$ cat config.mk
export PLATFORM = sky130hd
export DESIGN_NAME = labelled_packet_deframer
export DESIGN_NICKNAME = d
export VERILOG_FILES = /design/src/sv/lpd_pkg.sv /design/src/sv/lpd_cfg_regs.sv /design/src/sv/lpd_parser.sv /design/src/sv/lpd_out_reg.sv /design/src/sv/labelled_packet_deframer.sv
export SDC_FILE = /design/constraint.sdc
export NUM_CORES = 1
export LEC_CHECK = 0
export ABC_AREA = 1
export BUFFER_PORTS_ARGS = -buffer_cell sky130_fd_sc_hd__buf_4
export CORE_AREA = 3 3 114 116
export CTS_CLUSTER_DIAMETER = 60
export DETAILED_ROUTE_END_ITERATION = 10
export DIE_AREA = 0 0 117 119
export PLACE_DENSITY = 0.75
export SETUP_SLACK_MARGIN = 0.2
export SLEW_MARGIN = 0
export SYNTH_ARGS = -nofsm -noshare
export SYNTH_HDL_FRONTEND = slang
export SYNTH_SLANG_ARGS = --single-unit
$ cat constraint.sdc
create_clock -name i_clk -period 9.7 [get_ports i_clk]
set_clock_uncertainty 0.15 [all_clocks]
set_input_delay 1.455 -clock i_clk [delete_from_list [all_inputs] [get_ports i_clk]]
set_output_delay 1.455 -clock i_clk [all_outputs]
set_load 0.03 [all_outputs]
$ cat src/sv/lpd_pkg.sv
package lpd_pkg;

    localparam int unsigned BYTE_W  = 8;
    localparam int unsigned WORD_W  = 16;
    localparam int unsigned KIND_W  = 2;
    localparam int unsigned ADDR_W  = 3;
    localparam int unsigned TDATA_W = 24;

    localparam logic [KIND_W-1:0] KIND_DATA     = 2'd0;
    localparam logic [KIND_W-1:0] KIND_GOOD     = 2'd1;
    localparam logic [KIND_W-1:0] KIND_BAD_END  = 2'd2;
    localparam logic [KIND_W-1:0] KIND_TOO_LONG = 2'd3;

    localparam logic [ADDR_W-1:0] REG_START_CODE    = 3'd0;
    localparam logic [ADDR_W-1:0] REG_CLOSE_CODE    = 3'd1;
    localparam logic [ADDR_W-1:0] REG_WANTED_LABEL  = 3'd2;
    localparam logic [ADDR_W-1:0] REG_MAX_LENGTH    = 3'd3;
    localparam logic [ADDR_W-1:0] REG_DELIVER_COUNT = 3'd4;

    localparam logic [BYTE_W-1:0] RST_START_CODE    = 8'd126;
    localparam logic [BYTE_W-1:0] RST_CLOSE_CODE    = 8'd231;
    localparam logic [BYTE_W-1:0] RST_WANTED_LABEL  = 8'd5;
    localparam logic [WORD_W-1:0] RST_MAX_LENGTH    = 16'd600;
    localparam logic [WORD_W-1:0] RST_DELIVER_COUNT = 16'd600;

    typedef struct packed {
        logic [BYTE_W-1:0] start_code;
        logic [BYTE_W-1:0] close_code;
        logic [BYTE_W-1:0] wanted_label;
        logic [WORD_W-1:0] max_length;
        logic [WORD_W-1:0] deliver_count;
    } t_cfg;

    typedef struct packed {
        logic              valid;
        logic [KIND_W-1:0] kind;
        logic [BYTE_W-1:0] data_byte;
        logic [WORD_W-1:0] byte_index;
    } t_result;

endpackage

$ cat src/sv/lpd_cfg_regs.sv
module lpd_cfg_regs (
    input  logic                      i_clk,
    input  logic                      i_rst_n,
    input  logic                      i_cfg_wr_en,
    input  logic [lpd_pkg::ADDR_W-1:0] i_cfg_addr,
    input  logic [lpd_pkg::WORD_W-1:0] i_cfg_wdata,
    output lpd_pkg::t_cfg             o_cfg
);
    import lpd_pkg::*;

    t_cfg r_cfg;
    t_cfg n_cfg;

    always_comb begin
        n_cfg = r_cfg;
        if (i_cfg_wr_en) begin
            case (i_cfg_addr)
                REG_START_CODE:    n_cfg.start_code    = i_cfg_wdata[BYTE_W-1:0];
                REG_CLOSE_CODE:    n_cfg.close_code    = i_cfg_wdata[BYTE_W-1:0];
                REG_WANTED_LABEL:  n_cfg.wanted_label  = i_cfg_wdata[BYTE_W-1:0];
                REG_MAX_LENGTH:    n_cfg.max_length    = i_cfg_wdata;
                REG_DELIVER_COUNT: n_cfg.deliver_count = i_cfg_wdata;
                default:           n_cfg = r_cfg;
            endcase
        end
    end

    always_ff @(posedge i_clk) begin
        if (!i_rst_n) begin
            r_cfg.start_code    <= RST_START_CODE;
            r_cfg.close_code    <= RST_CLOSE_CODE;
            r_cfg.wanted_label  <= RST_WANTED_LABEL;
            r_cfg.max_length    <= RST_MAX_LENGTH;
            r_cfg.deliver_count <= RST_DELIVER_COUNT;
        end else begin
            r_cfg <= n_cfg;
        end
    end

    assign o_cfg = r_cfg;

endmodule

$ cat src/sv/lpd_parser.sv
module lpd_parser (
    input  logic                      i_clk,
    input  logic                      i_rst_n,
    input  logic                      i_valid,
    input  logic [lpd_pkg::BYTE_W-1:0] i_byte,
    output logic                      o_ready,
    input  lpd_pkg::t_cfg             i_cfg,
    input  logic                      i_out_free,
    output lpd_pkg::t_result          o_res,
    output logic                      o_consume
);
    import lpd_pkg::*;

    localparam logic [2:0] PH_HUNT   = 3'd0;
    localparam logic [2:0] PH_LABEL  = 3'd1;
    localparam logic [2:0] PH_LEN_LO = 3'd2;
    localparam logic [2:0] PH_LEN_HI = 3'd3;
    localparam logic [2:0] PH_DATA   = 3'd4;
    localparam logic [2:0] PH_END    = 3'd5;

    logic              r_in_valid;
    logic [BYTE_W-1:0] r_byte;
    logic [2:0]        r_phase;
    logic [2:0]        n_phase;
    logic [WORD_W-1:0] r_len;
    logic [WORD_W-1:0] n_len;
    logic [WORD_W-1:0] r_seen;
    logic [WORD_W-1:0] n_seen;
    logic [WORD_W-1:0] seen_inc;
    t_result           res;
    logic              consume;

    assign seen_inc = r_seen + 16'd1;

    // one step of the frame parser on the held byte
    always_comb begin
        n_phase        = r_phase;
        n_len          = r_len;
        n_seen         = r_seen;
        res.valid      = 1'b0;
        res.kind       = KIND_DATA;
        res.data_byte  = '0;
        res.byte_index = '0;
        case (r_phase)
            PH_LABEL: begin
                if (r_byte == i_cfg.wanted_label) begin
                    n_phase = PH_LEN_LO;
                end else if (r_byte != i_cfg.start_code) begin
                    n_phase = PH_HUNT;
                end
            end
            PH_LEN_LO: begin
                n_len   = {{(WORD_W-BYTE_W){1'b0}}, r_byte};
                n_phase = PH_LEN_HI;
            end
            PH_LEN_HI: begin
                n_len  = {r_byte, r_len[BYTE_W-1:0]};
                n_seen = '0;
                if (n_len > i_cfg.max_length) begin
                    res.valid = 1'b1;
                    res.kind  = KIND_TOO_LONG;
                    n_phase   = PH_HUNT;
                end else if (n_len == '0) begin
                    n_phase = PH_END;
                end else begin
                    n_phase = PH_DATA;
                end
            end
            PH_DATA: begin
                if (r_seen < i_cfg.deliver_count) begin
                    res.valid      = 1'b1;
                    res.kind       = KIND_DATA;
                    res.data_byte  = r_byte;
                    res.byte_index = r_seen;
                end
                n_seen = seen_inc;
                if (seen_inc >= r_len) begin
                    n_phase = PH_END;
                end
            end
            PH_END: begin
                res.valid = 1'b1;
                res.kind  = (r_byte == i_cfg.close_code) ? KIND_GOOD : KIND_BAD_END;
                n_phase   = PH_HUNT;
            end
            default: begin
                n_phase = (r_byte == i_cfg.start_code) ? PH_LABEL : PH_HUNT;
            end
        endcase
        res.valid = res.valid & r_in_valid;
    end

    assign consume   = r_in_valid & (!res.valid | i_out_free);
    assign o_ready   = !r_in_valid | consume;
    assign o_res     = res;
    assign o_consume = consume;

    always_ff @(posedge i_clk) begin
        if (!i_rst_n) begin
            r_in_valid <= 1'b0;
            r_phase    <= PH_HUNT;
            r_len      <= '0;
            r_seen     <= '0;
        end else begin
            if (o_ready) begin
                r_in_valid <= i_valid;
            end
            if (consume) begin
                r_phase <= n_phase;
                r_len   <= n_len;
                r_seen  <= n_seen;
            end
        end
    end

    always_ff @(posedge i_clk) begin
        if (o_ready && i_valid) begin
            r_byte <= i_byte;
        end
    end

endmodule

$ cat src/sv/lpd_out_reg.sv
module lpd_out_reg (
    input  logic                       i_clk,
    input  logic                       i_rst_n,
    input  lpd_pkg::t_result           i_res,
    input  logic                       i_load,
    input  logic                       i_tready,
    output logic                       o_free,
    output logic                       o_tvalid,
    output logic [lpd_pkg::TDATA_W-1:0] o_tdata,
    output logic [lpd_pkg::KIND_W-1:0]  o_tuser
);
    import lpd_pkg::*;

    logic              r_valid;
    logic [KIND_W-1:0] r_kind;
    logic [BYTE_W-1:0] r_data;
    logic [WORD_W-1:0] r_index;
    logic              load;

    assign o_free = !r_valid | i_tready;
    assign load   = i_load & i_res.valid;

    always_ff @(posedge i_clk) begin
        if (!i_rst_n) begin
            r_valid <= 1'b0;
        end else if (load) begin
            r_valid <= 1'b1;
        end else if (i_tready) begin
            r_valid <= 1'b0;
        end
    end

    always_ff @(posedge i_clk) begin
        if (load) begin
            r_kind  <= i_res.kind;
            r_data  <= i_res.data_byte;
            r_index <= i_res.byte_index;
        end
    end

    assign o_tvalid = r_valid;
    assign o_tdata  = {r_index, r_data};
    assign o_tuser  = r_kind;

endmodule

$ cat src/sv/labelled_packet_deframer.sv
// a taken byte is held in the parser's input register, then its result is loaded into the output register
// throughput: one byte per cycle while the output register has room, set by the single parser state step
// bytes that give no result are taken at full rate even while the output stalls
// reset: synchronous active-low; parser returns to hunting, registers to defaults
// no clearing pass after reset, the block is ready in the next cycle
module labelled_packet_deframer (
    input  logic                        i_clk,
    input  logic                        i_rst_n,
    input  logic                        s_axis_tvalid,
    output logic                        s_axis_tready,
    input  logic [lpd_pkg::BYTE_W-1:0]  s_axis_tdata,  // [7:0] rx_byte
    output logic                        m_axis_tvalid,
    input  logic                        m_axis_tready,
    output logic [lpd_pkg::TDATA_W-1:0] m_axis_tdata,  // [7:0] data_byte, [23:8] byte_index
    output logic [lpd_pkg::KIND_W-1:0]  m_axis_tuser,  // [1:0] kind
    input  logic                        i_cfg_wr_en,
    input  logic [lpd_pkg::ADDR_W-1:0]  i_cfg_addr,
    input  logic [lpd_pkg::WORD_W-1:0]  i_cfg_wdata
);
    import lpd_pkg::*;

    t_cfg    cfg;
    t_result res;
    logic    out_free;
    logic    consume;

    lpd_cfg_regs u_cfg (
        .i_clk       (i_clk),
        .i_rst_n     (i_rst_n),
        .i_cfg_wr_en (i_cfg_wr_en),
        .i_cfg_addr  (i_cfg_addr),
        .i_cfg_wdata (i_cfg_wdata),
        .o_cfg       (cfg)
    );

    lpd_parser u_parser (
        .i_clk      (i_clk),
        .i_rst_n    (i_rst_n),
        .i_valid    (s_axis_tvalid),
        .i_byte     (s_axis_tdata),
        .o_ready    (s_axis_tready),
        .i_cfg      (cfg),
        .i_out_free (out_free),
        .o_res      (res),
        .o_consume  (consume)
    );

    lpd_out_reg u_out (
        .i_clk    (i_clk),
        .i_rst_n  (i_rst_n),
        .i_res    (res),
        .i_load   (consume),
        .i_tready (m_axis_tready),
        .o_free   (out_free),
        .o_tvalid (m_axis_tvalid),
        .o_tdata  (m_axis_tdata),
        .o_tuser  (m_axis_tuser)
    );

    a_no_out_after_reset: assert property (@(posedge i_clk)
        !i_rst_n |=> !m_axis_tvalid)
        else $error("result valid right after reset");

    a_status_fields_zero: assert property (@(posedge i_clk) disable iff (!i_rst_n)
        (m_axis_tvalid && m_axis_tuser != KIND_DATA) |-> (m_axis_tdata == '0))
        else $error("status result carries nonzero data or index");

    a_ready_when_out_empty: assert property (@(posedge i_clk) disable iff (!i_rst_n)
        !m_axis_tvalid |-> s_axis_tready)
        else $error("input stalled while output register is empty");

    a_result_needs_room: assert property (@(posedge i_clk) disable iff (!i_rst_n)
        (res.valid && consume) |-> out_free)
        else $error("result loaded into a full output register");

endmodule

[Yosys cells after proc, flatten, opt, wreduce, memory -nomap -nowiden]
Index checks and enable logic that the tools add are counted.
Storage, ports and cells
  register bits: 127
  input bits: 32
  output and inout port bits: 28
  logic and storage cells: 75
Operators by class
  add/sub/neg operators: 1
  magnitude comparators: 3
  equal/unequal tests: 15
  muxes and demuxes: 15
  bitwise operators: 7
  reduce and logical (&&, ||, !) cells: 19
Operator list (count)
  one-hot mux 16 bit (2 select lines): 2
  two-way mux 27 bit: 1
  == test 8 bit: 3
  adder 16 x 1 -> 16 bit, second input constant: 1
  greater-or-equal comparator 16 bit: 1
  greater-than comparator 16 bit: 1
  logical NOT 16 bit: 1
  < comparator 16 bit: 1
  AND reduction 2 bit: 8
  two-way mux 3 bit: 5
  one-hot mux 3 bit (5 select lines): 1
  == test 3 x 2 -> 1 bit, second input constant: 4
  == test 3 bit, second input constant: 3
  one-hot mux 3 bit (3 select lines): 1
  inequality test 8 bit: 1
  == test 3 x 1 -> 1 bit, second input constant: 2
  AND reduction 3 bit: 2
  nonzero test 2 bit: 3
  two-way mux 1 bit: 4
  AND 1 bit: 3
  logical NOT 1 bit: 3
  logical NOT 3 bit: 1
  inequality test 3 x 1 -> 1 bit, second input constant: 1
  OR 1 bit: 3
  other kinds (4): 4

[Longest topological paths before layout]
Gate-level depths: netlist of the first run.
  depth in word-level cells: 9
  depth in mapped cells: 21
  gate-level depth less buffers: 21

[Cells and area by module]
Synthesis of the first run repeated with hierarchy kept, for this count alone.
Second synthesis, totals
  cells, all modules: 917
  area total of the unflattened synthesis: 6869.1 sq um
By module, submodules not included
  lpd_parser: times used 1, cells each 572, area each 3848.7 sq um, seq. area each 960.9 sq um
  lpd_cfg_regs: times used 1, cells each 312, area each 2189.6 sq um, seq. area each 1121.1 sq um
  lpd_out_reg: times used 1, cells each 33, area each 830.8 sq um, seq. area each 800.8 sq um

[Worst setup path after synthesis of the first run]
OpenSTA, ideal clock, no wires.
  path kind: input to output
  start point: in m_axis_tready
  end point: out s_axis_tready
  arrival time: 2028 ps
  setup slack: 6067 ps
  cell stages on the path: 2
  path buffers: 0
  cells stage by stage: nor2_1 nand3_4
Between the ends
  longest elaborated chain between the ends: 4
Ends and longest elaborated chain
  from (decl): line labelled_packet_deframer.sv:13  | input logic m_axis_tready,
  OR 1 bit: line lpd_out_reg.sv:20  | assign o_free = !r_valid | i_tready;
  OR 1 bit: line lpd_parser.sv:93  | assign consume = r_in_valid & (!res.valid | i_out_free);
  AND 1 bit: line lpd_parser.sv:93
  OR 1 bit: line lpd_parser.sv:94  | assign o_ready = !r_in_valid | consume;
  to (decl): line labelled_packet_deframer.sv:10  | output logic s_axis_tready,
Every way passes these cells.

[Worst setup path in the final report of the first run]
  start point: reg u_parser.r_byte[7]
  end point: out s_axis_tready
Between the ends
  longest elaborated chain between the ends: 8
Ends and longest elaborated chain
  from (decl): line lpd_parser.sv:22  | logic [BYTE_W-1:0] r_byte;
  from (signal assigned): line lpd_parser.sv:118  | r_byte <= i_byte;
  greater-than comparator 16 bit: line lpd_parser.sv:59  | if (n_len > i_cfg.max_length) begin
  two-way mux 3 bit: line lpd_parser.sv:59
  one-hot mux 3 bit (3 select lines): line lpd_parser.sv:44  | case (r_phase)
  AND 1 bit: line lpd_parser.sv:90  | res.valid = res.valid & r_in_valid;
  logical NOT 1 bit: line lpd_parser.sv:93
  OR 1 bit: line lpd_parser.sv:93
  AND 1 bit: line lpd_parser.sv:93
  OR 1 bit: line lpd_parser.sv:94
Every way passes these cells.

==> summary.txt, run 1 <==
Run status
  – Status: completed

Setup path
  – Crit path DAT: approximately 2600 ps
  – FF-to-FF path depth: 20
  – Critical setup path kind: flip-flop to output port
  – Worst Path Required: between 8000 and 9000 ps
  – WP buf/inv: 1
  – CP most frequent cell: nand2_1
  – Worst path depth: 9
  – Crit-path slowest cell: edfxtp_1
  – Worst-path cell chain: ha_1, nand2_1, nor3_1, nand2_1, nand2_1, nand3_1, nand3_4, nand3_4, buf_4
  – Crit end category: output port
  – Crit path largest cell delay: around 550 ps
  – Crit path max fanout: 7
  – Critical Path Source Type: flip-flop
  – Delay-heaviest family, CP: simple AND/OR/NAND/NOR gates

Timing
  – Worst slew pin tran: 888 ps
  – Fmax: 237 MHz
  – Final TNS setup: 0 ps
  – Max_slew headroom: 40.6%
  – Final period utilization: 43.6%
  – Slew Limit Fails: 0
  – Final Hold Fails: 0
  – RSZ-0062 raised after global routing: no
  – Fin crit period: roughly 4200 ps
  – Count of final setup violators: 0

Clocking
  – Clk Latency, worst-skew pair: 420 ps
  – Max Root-Sink Buffers: 2
  – Root Buffer Master: clkbuf_16
  – Worst-path clk slew: 50 ps
  – Post-cts gate resize count: 0
  – CTS tree: built
  – CTS Sinks: 127
  – Cts bufs inserted: 17
  – CTS H-tree depth: 4
  – Setup bufs post-CTS: 0
  – # hold bufs at CTS: 0

Logic synthesis
  – YS warnings: 0
  – Netlist Area Pre-Place: 0.00654 sq mm
  – Top post-synthesis cells by area: dfxtp_1 28%, edfxtp_1 16%, ha_1 9.2%, nand2_1 6.9%, inv_1 6.0%
  – Post-Syn Area per Cell: 8.12 sq um
  – Post-synthesis net count: 885
  – Largest area contributor in the netlist: dfxtp_1
  – Synth unique cells: 33
  – Cells after Synth: 805
  – Register area share after synthesis: ~44%
  – Seq cells post-synth: 127
  – Area share of the largest cell type after synthesis: between 20% and 30%

Placement
  – RePlAce Congestion: 0.919
  – Port bufs: 59
  – Final HPWL DP: about 11000 um

Drt
  – Wirelength, routed: approximately 16000 um
  – DR WL/cell: 15.3 um
  – Antenna Nets Post-Route: 0
  – Starting DRT DRC Count: between 300 and 400
  – Via-per-instance ratio: between 5 and 6
  – DRC: 0
  – Via Count: 5429
  – Number of detailed-route iterations in the first pass: 7

Final layout
  – Fin nets: 936
  – Share of cells above drive strength 1: 14.3%
  – Commonest non-fill, non-tap cell in the layout: nand2_1
  – N_diodes: 0
  – Most frequent cells in the layout: 120 x nand2_1, 105 x inv_1, 102 x nor2_1, 93 x dfxtp_1
  – Layout area overhead: 16.8%

GRT
  – First-pass GRT wire length: 25100 um
  – GRT Residual Overflow: 0
  – Largest net degree at the start of global routing: 66
  – Initial antenna violation count: 0
  – Vias in the first global route: between 5000 and 6000
  – Gr usage total: around a quarter

Min path
  – Hold depth: 2
  – Type of the worst min-delay path: flip-flop to flip-flop

Floorplan
  – Starting Density: 54.4%
  – Chip height: 119 um
  – Area of the core: 0.0120 sq mm
  – Io pins: 60
  – Die area: 0.0139 sq mm
  – # rows: 40
  – Die Wd: 117 um

Flow run
  – Max_cap viols: 0

Power and ir drop
  – VDD IR max: 0.000128 V
  – PD cells: 171 mW/mm^2
  – Power, Total: 1.30 mW
  – Leakage power: between 3 and 4 nW
-- final timing paths --
kind,start,endpoint,slack [ps]
worst max-delay path,u_parser.r_byte[7],s_axis_tready,5470
worst min-delay path,u_parser.r_len[8],u_parser.r_len[8],310
worst max register to register,u_parser.r_seen[0],u_parser.r_phase[2],6240
worst min register to register,u_parser.r_len[8],u_parser.r_len[8],310
-- cells in the mapped netlist, drive strengths merged --
cell type	number
or4	1
or2	1
a21oi	71
nor2	107
nand2	132
clkbuf	21
nor4	6
edfxtp	34
ha	48
o31ai	1
xnor2	14
a21o	3
nor3	7
dfxtp	93
o211ai	4
nand4	9
buf	8
o21ai	49
nand3	66
xor2	22
inv	108
-- per-layer routing --
metal  share of wire [%]  vias up  track usage [%]
met5                   0        -                0
met4                 5.1        0             13.3
met3                 4.6       55             5.74
met2                  47      154             36.2
met1                  43     2482             30.3
li1                    -     2738                -
-- flip-flops by register name, summed over array words and instances (netlist names) --
signal / count
u_parser.r_in_valid: 1
u_parser.r_byte: 8
u_cfg.o_cfg: 56
u_parser.r_len: 16
u_parser.r_seen: 16
u_out.r_index: 16
u_out.o_tvalid: 1
u_out.o_tuser: 2
u_parser.r_phase: 3
u_out.r_data: 8
-- layout make-up --
type	instances	area, sq um
clock buffer	24	473
clock inverter	8	111
fill	1048	4380
inverter	108	405
multi-input combinational	541	3120
sequential	127	2880
tap	147	184
timing repair buffer	61	458
-- stage by stage --
step	hold slack, ps	std cells	setup WS (ps)	util [%]	area (sq um)
after floorplan	285	805	6070	-	6540
after global placement	301	984	5760	58.7	7050
after detailed placement	305	984	5740	58.7	7050
after CTS	312	1016	5450	63.6	7630
after global routing	336	1016	5320	63.6	7630
final	311	1016	5470	63.6	7630
-- power breakdown --
part	internal, mW	leakage [nW]	total (mW)	switching, mW
sequential	0.558	1.07	0.572	0.0132
combinational	0.0358	1.88	0.0986	0.0628
clock	0.415	0.284	0.632	0.217
-- cell families (layout without fill, tap and decap cells) --
kind of cell | after synthesis | after routing | synth area share, %
flops | 127 | 127 | 44.1
simple gates | 329 | 329 | 22.8
fa+ha+maj | 48 | 48 | 9.19
xor+xnor | 36 | 36 | 4.82
compound gates | 128 | 128 | 10.9
buf+inv | 137 | 201 | 8.21
-- worst reg2reg max path, cell delays in order (launching register included) --
cell     delay (ps)
dfxtp_1         480
nand3_1         190
nor3_2          190
nand3_1         150
nor3_2          200
nand3_1         210
o21ai_0         210
nand2_1         120
ha_1            310
nand2_1          50
inv_1            60
nand3_1          80
nor3_1          210
nand3_1         100
nand3_1         120
o21ai_0          90
inv_1            60
nand2_1         120
nand2_1         130
nand2_1          50
nor2_1          100
Power figures use the tool's default switching activity.
==> run 2, diff against run 1 <==
--- a/config.mk
+++ b/config.mk
@@ -5,13 +5,13 @@
 export SDC_FILE = /design/constraint.sdc
 export NUM_CORES = 1
 export LEC_CHECK = 0
-export ABC_AREA = 1
+export ABC_AREA = 0
 export BUFFER_PORTS_ARGS = -buffer_cell sky130_fd_sc_hd__buf_4
 export CORE_AREA = 3 3 114 116
 export CTS_CLUSTER_DIAMETER = 60
 export DETAILED_ROUTE_END_ITERATION = 10
 export DIE_AREA = 0 0 117 119
-export PLACE_DENSITY = 0.75
+export PLACE_DENSITY = 0.78
 export SETUP_SLACK_MARGIN = 0.2
 export SLEW_MARGIN = 0
 export SYNTH_ARGS = -nofsm -noshare
==> constraint.sdc (replaced) <==
create_clock -name i_clk -period 3.7 [get_ports i_clk]
set_clock_uncertainty 0.15 [all_clocks]
set_input_delay 0.555 -clock i_clk [delete_from_list [all_inputs] [get_ports i_clk]]
set_output_delay 0.555 -clock i_clk [all_outputs]
set_load 0.03 [all_outputs]
==> run 2 against run 1 <==
  * Sequential power increased to 2.6 times the previous value
  * Cell area increased by 3.0%
  * Global-route usage grew 1.2 points
  * Largest power group unchanged
  * First-iteration DRC count shrank 15%
==> summary.txt, run 2 <==
Run status
  – Status: completed

Logic synthesis
  – Most used DFF post-synth: dfxtp_1
  – Seq cells post-synth: 127 (unchanged)
  – Cells after Synth: 717 (-11%)
  – Fraction of registers with async set/reset: 0% (unchanged)
  – Largest area contributor in the netlist: dfxtp_1
  – Register area share after synthesis: 44.3% (+0.20 points)
  – Synth unique cells: 64 (+94%)
  – Number of flops mapped to enable cells by yosys: 34 (unchanged)
  – Post-synthesis net count: 797 (-9.9%)
  – Area share of the largest cell type after synthesis: 28.6% (+0.13 points)
  – YS warnings: 0 (unchanged)
  – Post-Syn Area per Cell: 9.08 sq um (+12%)
  – Top post-synthesis cells by area: dfxtp_1 29%, edfxtp_1 16%, ha_1 9.2%, nand2_1 8.1%, a21oi_1 4.4%
  – Most frequent cell after synthesis: nand2_1
  – Netlist Area Pre-Place: 0.00651 sq mm (-0.44%)
  – Synth cell count leaders: 140 x nand2_1, 93 x dfxtp_1, 57 x a21oi_1, 54 x inv_1, 48 x ha_1

Final layout
  – N_diodes: 0 (unchanged)
  – Fin nets: 863 (-7.8%)
  – Most frequent cells in the layout: 140 x nand2_1, 91 x dfxtp_1, 80 x buf_4, 55 x a21oi_1, 54 x inv_1
  – Largest register FFs: 56 (unchanged)
  – Filler Cells Inserted: 1011 (-3.5%)
  – Layout area overhead: 20.8%
  – Fin cells: 943 (-7.2%)
  – Commonest non-fill, non-tap cell in the layout: nand2_1
  – Share of cells above drive strength 1: 18.8% (+4.6 points)

Timing
  – Final Hold Fails: 0 (unchanged)
  – Slew Limit Fails: 0 (unchanged)
  – Max_slew headroom: 45.0% (+4.4 points)
  – Count of final setup violators: 0 (unchanged)
  – Fmax: 291 MHz
  – Final TNS setup: 0 ps (unchanged)
  – Fin crit period: between 3000 and 4000 ps
  – Final period utilization: between 90 and 100%
  – RSZ-0062 raised after global routing: yes
  – Worst slew pin tran: 820 ps (-68.6 ps)

Floorplan
  – Die Wd: 117 um (unchanged)
  – Area of the core: 0.0120 sq mm (unchanged)
  – Io pins: 60 (unchanged)
  – Starting Density: 54.2% (-0.24 points)
  – # rows: 40 (unchanged)
  – Die area: 0.0139 sq mm (unchanged)
  – Chip height: 119 um (unchanged)

Clocking
  – Clk Latency, worst-skew pair: 430 ps (about the same)
  – Max Root-Sink Buffers: 2 (unchanged)
  – Cts bufs inserted: 17 (unchanged)
  – CTS Sinks: 127 (unchanged)
  – CTS tree: built
  – Worst-path clk slew: 60 ps (about the same)
  – CTS H-tree depth: 4 (unchanged)
  – Root Buffer Master: clkbuf_16

Setup path
  – Critical setup path kind: flip-flop to flip-flop
  – CP most frequent cell: o21ai_1
  – Worst Path Required: 3870 ps (-4230 ps)
  – Crit-path slowest cell: o21ai_0
  – Crit path DAT: 3610 ps (+990 ps)
  – Critical Path Source Type: flip-flop
  – Worst-path cell chain: buf_4, and3_1, nand3_4, or2_4, nor2_4, nand3_2, nor2_2, xor2_1, ha_1, a21oi_1, o21ai_0, a2111oi_4, o21ai_1, o2111a_2, o21ai_1, a32o_1
  – Crit path largest cell delay: 360 ps (-190 ps)
  – WP buf/inv: 1 (unchanged)
  – Delay-heaviest family, CP: compound AO/OA/AOI/OAI gates
  – Crit path max fanout: 7 (unchanged)
  – Crit end category: flip-flop

Drt
  – Via Count: 5471 (+0.77%)
  – DRC: 0 (unchanged)
  – Antenna Nets Post-Route: 0 (unchanged)
  – Via-per-instance ratio: 5.80 (+8.6%)
  – DR WL/cell: 18.0 um (+18%)
  – Wirelength, routed: 17000 um (+9.2%)
  – Number of detailed-route iterations in the first pass: 6 (-1)
  – Starting DRT DRC Count: 333 (-15%)

Placement
  – Post-Place Cells: 906 (-7.9%)
  – Port bufs: 59 (unchanged)
  – Final HPWL DP: 11900 um (+4.1%)
  – RePlAce Congestion: 0.900 (-2.1%)

GRT
  – Vias in the first global route: 5230 (+4.2%)
  – Gr usage total: 24.9% (+1.2 points)
  – GRT Residual Overflow: 0 (unchanged)
  – First-pass GRT wire length: 26400 um (+5.3%)
  – Largest net degree at the start of global routing: 29 (-56%)
  – Initial antenna violation count: 0 (unchanged)

Power and ir drop
  – Register share of total power: 44.5% (+0.6 points)
  – Psw: 0.764 mW (+160%)
  – Power, Total: 3.28 mW (+150%)
  – Sw frac: 23.3% (+0.76 points)
  – Leakage power: 3.17 nW (-2.1%)
  – PD cells: 417 mW/mm^2 (+140%)
  – VDD IR max: 0.000314 V (+140%)
  – Int Pwr: 2.52 mW (+150%)
  – Combinational power share: 6.9% (-0.7 points)
  – Clk pwr share: 48.6% (about the same)

Min path
  – Type of the worst min-delay path: input pin to flip-flop

Flow run
  – Max_cap viols: 0 (unchanged)
## run 2: cell count changes after synthesis, moves of 20 or more
cell,change
nand3_1,-37
inv_1,-51
nor2_1,-75
nand2_1,+20
o21ai_0,-40
and2_1,+27
## run 2: final timing paths
check	start	endpoint	slack [ps]	cells past startpoint
worst max register to register	u_parser.r_seen[0]	u_parser.r_phase[1]	270	16
worst max-delay path	u_parser.r_seen[0]	u_parser.r_phase[1]	270	16
worst min-delay path	s_axis_tdata[4]	u_parser.r_byte[4]	150	1
worst min register to register	u_cfg.o_cfg[17]	u_cfg.o_cfg[17]	310	2
## run 2: power groups by stage
stage,combinational [mW],sequential [mW],clock (mW)
floorplan,0.124,1.49,0
global placement,0.205,1.49,0
detailed placement,0.212,1.49,0
CTS,0.216,1.46,1.61
global route,0.242,1.46,1.66
finish,0.226,1.46,1.59
## run 2: what timing repair did
item / CTS / global route
pin swaps: 2 / 6
hold endpoints to repair: 0 / 0
hold buffers: 0 / 0
setup endpoints to repair: 4 / 4
resized for setup: 11 / 14
setup buffers: 1 / 4
## run 2: final cells by class
type	count	area (sq um)	share of cell area [%]
Inverter	55	206	2.63
Tap cell	147	184	2.34
Multi-Input combinational cell	501	3390	43.2
Clock inverter	9	51.3	0.652
Sequential cell	127	2890	36.7
Timing Repair Buffer	81	621	7.89
Clock buffer	23	520	6.62
## run 2: through the flow
stage | worst slack [ps] | instance area [sq um] | hold WS (ps) | utilization [%]
CTS | 209 | 7750 | 138 | 64.5
global route | 78.5 | 7860 | 141 | 65.5
finish | 267 | 7860 | 149 | 65.5
global placement | 155 | 7140 | 291 | 59.4
detailed placement | 89.0 | 7140 | 297 | 59.4
floorplan | 267 | 6510 | 286 | -
## run 2: cell families (layout without fill, tap and decap cells)
family                     Yosys count  count (layout)  synth area share, %
xor gates and xnor gates            33              33                 4.44
and+or+nand+nor                    280             280                 21.0
muxes                                8               8                 1.23
adders and majority gates           48              48                 9.23
DFF                                127             127                 44.3
buffers and inverters               89             168                 5.27
AOI/OAI and AO/OA                  132             132                 14.5
## run 2: per-layer routing
metal	vias up	part of all wire (%)	global-route usage [%]
met2	211	48	40.0
met4	0	3.6	10.1
li1	2600	-	-
met5	-	0	0
met3	53	6.1	6.00
met1	2607	42	32.0
==> run 3, diff against run 2 <==
--- a/config.mk
+++ b/config.mk
@@ -7,13 +7,14 @@
 export LEC_CHECK = 0
 export ABC_AREA = 0
 export BUFFER_PORTS_ARGS = -buffer_cell sky130_fd_sc_hd__buf_4
-export CORE_AREA = 3 3 114 116
+export CORE_AREA = 3 3 117 119
 export CTS_CLUSTER_DIAMETER = 60
 export DETAILED_ROUTE_END_ITERATION = 10
-export DIE_AREA = 0 0 117 119
+export DIE_AREA = 0 0 120 122
 export PLACE_DENSITY = 0.78
 export SETUP_SLACK_MARGIN = 0.2
 export SLEW_MARGIN = 0
 export SYNTH_ARGS = -nofsm -noshare
 export SYNTH_HDL_FRONTEND = slang
+export SYNTH_HIERARCHICAL = 1
 export SYNTH_SLANG_ARGS = --single-unit
==> run 3 against run 2 <==
  * Sequential power barely moved
  * Cell area rose by 5.3%
  * Fmax decreased by 0.14%
  * Flip-flop and latch count did not move
  * Routed wire length down 1.2%
  * Count of clock-buffer cells in the layout increased by 4
  * Largest cell class unchanged
  * Global-route usage is 1.5 points lower
  * Combinational power fell by 3%
  * Die area is 5.1% higher
==> summary.txt, run 3 <==
Run status
  – Status: completed

Floorplan
  – Io pins: 60 (unchanged)
  – Die Wd: 120 um (+2.6%)
  – Starting Density: 54.3% (+0.15 points)
  – Die area: 0.0146 sq mm (+5.1%)
  – # rows: 41 (+2.5%)
  – Chip height: 122 um (+2.5%)
  – Area of the core: 0.0127 sq mm (+5.5%)

Power and ir drop
  – Combinational power share: 6.5% (-0.4 points)
  – Psw: 0.752 mW (-1.5%)
  – Leakage power: 3.48 nW (+9.6%)
  – Sw frac: 22.2% (-1.1 points)
  – VDD IR max: 0.000254 V (-19%)
  – Power, Total: 3.39 mW (+3.3%)
  – Clk pwr share: 50.6% (+2.0 points)
  – PD cells: 410 mW/mm^2 (-1.9%)
  – Register share of total power: 42.9% (-1.6 points)
  – Int Pwr: 2.64 mW (+4.8%)

Clocking
  – Root Buffer Master: clkbuf_16
  – CTS H-tree depth: 4 (unchanged)
  – Cts bufs inserted: 17 (unchanged)
  – Max Root-Sink Buffers: 2 (unchanged)
  – Worst-path clk slew: 50 ps (about the same)
  – Clk Latency, worst-skew pair: 420 ps (about the same)
  – CTS tree: built
  – # hold bufs at CTS: 0 (unchanged)
  – CTS Sinks: 127 (unchanged)

Logic synthesis
  – YS warnings: 6 (+6)
  – Top post-synthesis cells by area: dfxtp_1 27%, edfxtp_1 15%, mux2i_1 9.6%, ha_1 9.1%, nand2_1 4.9%
  – Most frequent cell after synthesis: dfxtp_1
  – Post-Syn Area per Cell: 9.71 sq um (+7.0%)
  – Netlist Area Pre-Place: 0.00688 sq mm (+5.8%)
  – Largest area contributor in the netlist: dfxtp_1
  – Area share of the largest cell type after synthesis: 27.0% (-1.6 points)
  – Register area share after synthesis: 41.9% (-2.4 points)
  – Seq cells post-synth: 127 (unchanged)
  – Fraction of registers with async set/reset: 0% (unchanged)
  – Synth unique cells: 60 (-6.3%)
  – Number of flops mapped to enable cells by yosys: 34 (unchanged)
  – Synth cell count leaders: 93 x dfxtp_1, 89 x nand2_1, 66 x mux2i_1, 53 x inv_1, 50 x ha_1
  – Post-synthesis net count: 791 (-0.75%)
  – Cells after Synth: 709 (-1.1%)
  – Most used DFF post-synth: dfxtp_1

Drt
  – Number of detailed-route iterations in the first pass: 5 (-1)
  – DR WL/cell: 17.6 um (-2.3%)
  – Via-per-instance ratio: 5.65 (-2.5%)
  – DRC: 0 (unchanged)
  – Antenna Nets Post-Route: 0 (unchanged)
  – Via Count: 5394 (-1.4%)
  – Wirelength, routed: 16800 um (-1.2%)
  – Starting DRT DRC Count: 567 (+70%)

Setup path
  – Crit path largest cell delay: 390 ps (+30 ps)
  – Critical Path Source Type: flip-flop
  – Critical R2R Launch: u_parser/r_seen[1]
  – Crit path max fanout: 2 (-5)
  – Crit path DAT: 2730 ps (-880 ps)
  – Critical Path Source: u_cfg/o_cfg[14]
  – Critical setup path kind: flip-flop to output port
  – Crit end category: output port
  – Worst-path cell chain: inv_1, ha_1, a211o_1, a2111oi_4, o2bb2ai_2, a2111oi_4, nand3_2, nor2_2, inv_1, buf_6
  – Crit-path slowest cell: a2111oi_4
  – Worst Path Required: 2990 ps (-880 ps)

Timing
  – Final period utilization: 92.9% (+0.13 points)
  – Fin crit period: 3440 ps (+4.82 ps)
  – Slew Limit Fails: 0 (unchanged)
  – Final TNS setup: 0 ps (unchanged)
  – Worst slew pin tran: 1210 ps (+392 ps)
  – Count of final setup violators: 0 (unchanged)
  – RSZ-0062 raised after global routing: yes
  – Final Hold Fails: 0 (unchanged)
  – Final worst setup slack: 262 ps (-4.82 ps)
  – Fmax: 291 MHz (-0.14%)
  – Max_slew headroom: 18.5% (-27 points)

Final layout
  – Design area: 0.00828 sq mm (+5.3%)
  – Largest register FFs: 56 (unchanged)
  – Fin nets: 851 (-1.4%)
  – Most frequent cells in the layout: 89 x nand2_1, 84 x dfxtp_1, 78 x buf_4, 66 x mux2i_1, 52 x inv_1
  – N_diodes: 0 (unchanged)
  – Commonest non-fill, non-tap cell in the layout: nand2_1
  – Filler Cells Inserted: 989 (-2.2%)
  – Fin util: 65.3% (-0.13 points)
  – Layout area overhead: 20.2%
  – Share of cells above drive strength 1: 18.8% (-0.046 points)

Placement
  – Dpl ws: 132 ps (+42.7 ps)
  – Final HPWL DP: 11800 um (-0.72%)
  – Dpl cell area: 0.00750 sq mm (+5.1%)
  – RePlAce Congestion: 0.850 (-5.6%)
  – Port bufs: 59 (unchanged)

GRT
  – GRT Residual Overflow: 0 (unchanged)
  – Gr usage total: 23.4% (-1.5 points)
  – First-pass GRT wire length: 26600 um (+0.63%)
  – Vias in the first global route: 5366 (+2.6%)
  – Largest net degree at the start of global routing: 56 (+93%)
  – Initial antenna violation count: 0 (unchanged)

Flow run
  – Max_cap viols: 0 (unchanged)

Min path
  – Hold Crit Start: s_axis_tdata[4]
  – Type of the worst min-delay path: input pin to flip-flop
==> run 3: timing repair <==
item | 4_1_cts | 5_1_grt
endpoints found under the hold margin | 0 | 0
setup buffers | 2 | 2
pin swaps | 3 | 7
endpoints found under the setup margin | 4 | 4
resized for setup | 8 | 23
==> run 3: metrics by stage <==
step / hold slack [ps] / cells
floorplan: 285 / 709
global placement: 292 / 918
detailed placement: 301 / 918
CTS: 146 / 952
global route: 136 / 954
finish: 159 / 954
==> run 3: cell type report <==
type                       instances  area (sq um)  share of cell area, %
clock inverter                     5          33.8                  0.408
sequential                       127          2900                   35.0
tap                              172           215                   2.60
clock buffer                      27           598                   7.22
timing repair buffer              80           617                   7.45
multi-input combinational        490          3720                   44.9
inverter                          53           199                   2.40
==> run 3: final timing paths <==
path / slack, ps / endpoint / cells past startpoint
min reg2reg: 300 / u_cfg/o_cfg[31] / 2
max: 260 / s_axis_tready / 10
max reg2reg: 360 / u_parser/r_phase[1] / 13
min: 160 / u_parser/r_byte[4] / 1
==> run 3: metal layers <==
layer | GRT usage, % | wire, um | part of all wire (%)
met5 | 0 | 0 | 0
met1 | 27.9 | 6980 | 42
met4 | 10.0 | 424 | 2.5
met3 | 5.66 | 1050 | 6.3
met2 | 40.5 | 8300 | 50
==> run 3: power by group through the flow <==
stage	Combinational, mW	Clock, mW	Sequential, mW
floorplan	0.130	0	1.48
global placement	0.204	0	1.49
detailed placement	0.210	0	1.49
CTS	0.216	1.73	1.46
global route	0.236	1.80	1.46
finish	0.219	1.72	1.46
==> run 3: kinds of logic (layout without fill, tap and decap cells) <==
group	count (synthesis)	in the layout	share of synthesized area [%]
AND/OR/NAND/NOR	255	255	19.7
multiplexers	67	67	9.76
XOR/XNOR	38	38	4.83
buffers and inverters	92	165	5.56
AO/OA/AOI/OAI	80	80	9.14
adder cells (fa/ha/maj)	50	50	9.09
flip-flops	127	127	41.9
==> run 3: critical path, delay by kind of cell (launching register included) <==
family                   cells  cell delay (ps)
AO/OA/AOI/OAI                4             1210
flip-flops                   1              340
buffers and inverters        3              270
adder cells (fa/ha/maj)      1              210
AND/OR/NAND/NOR              2              270
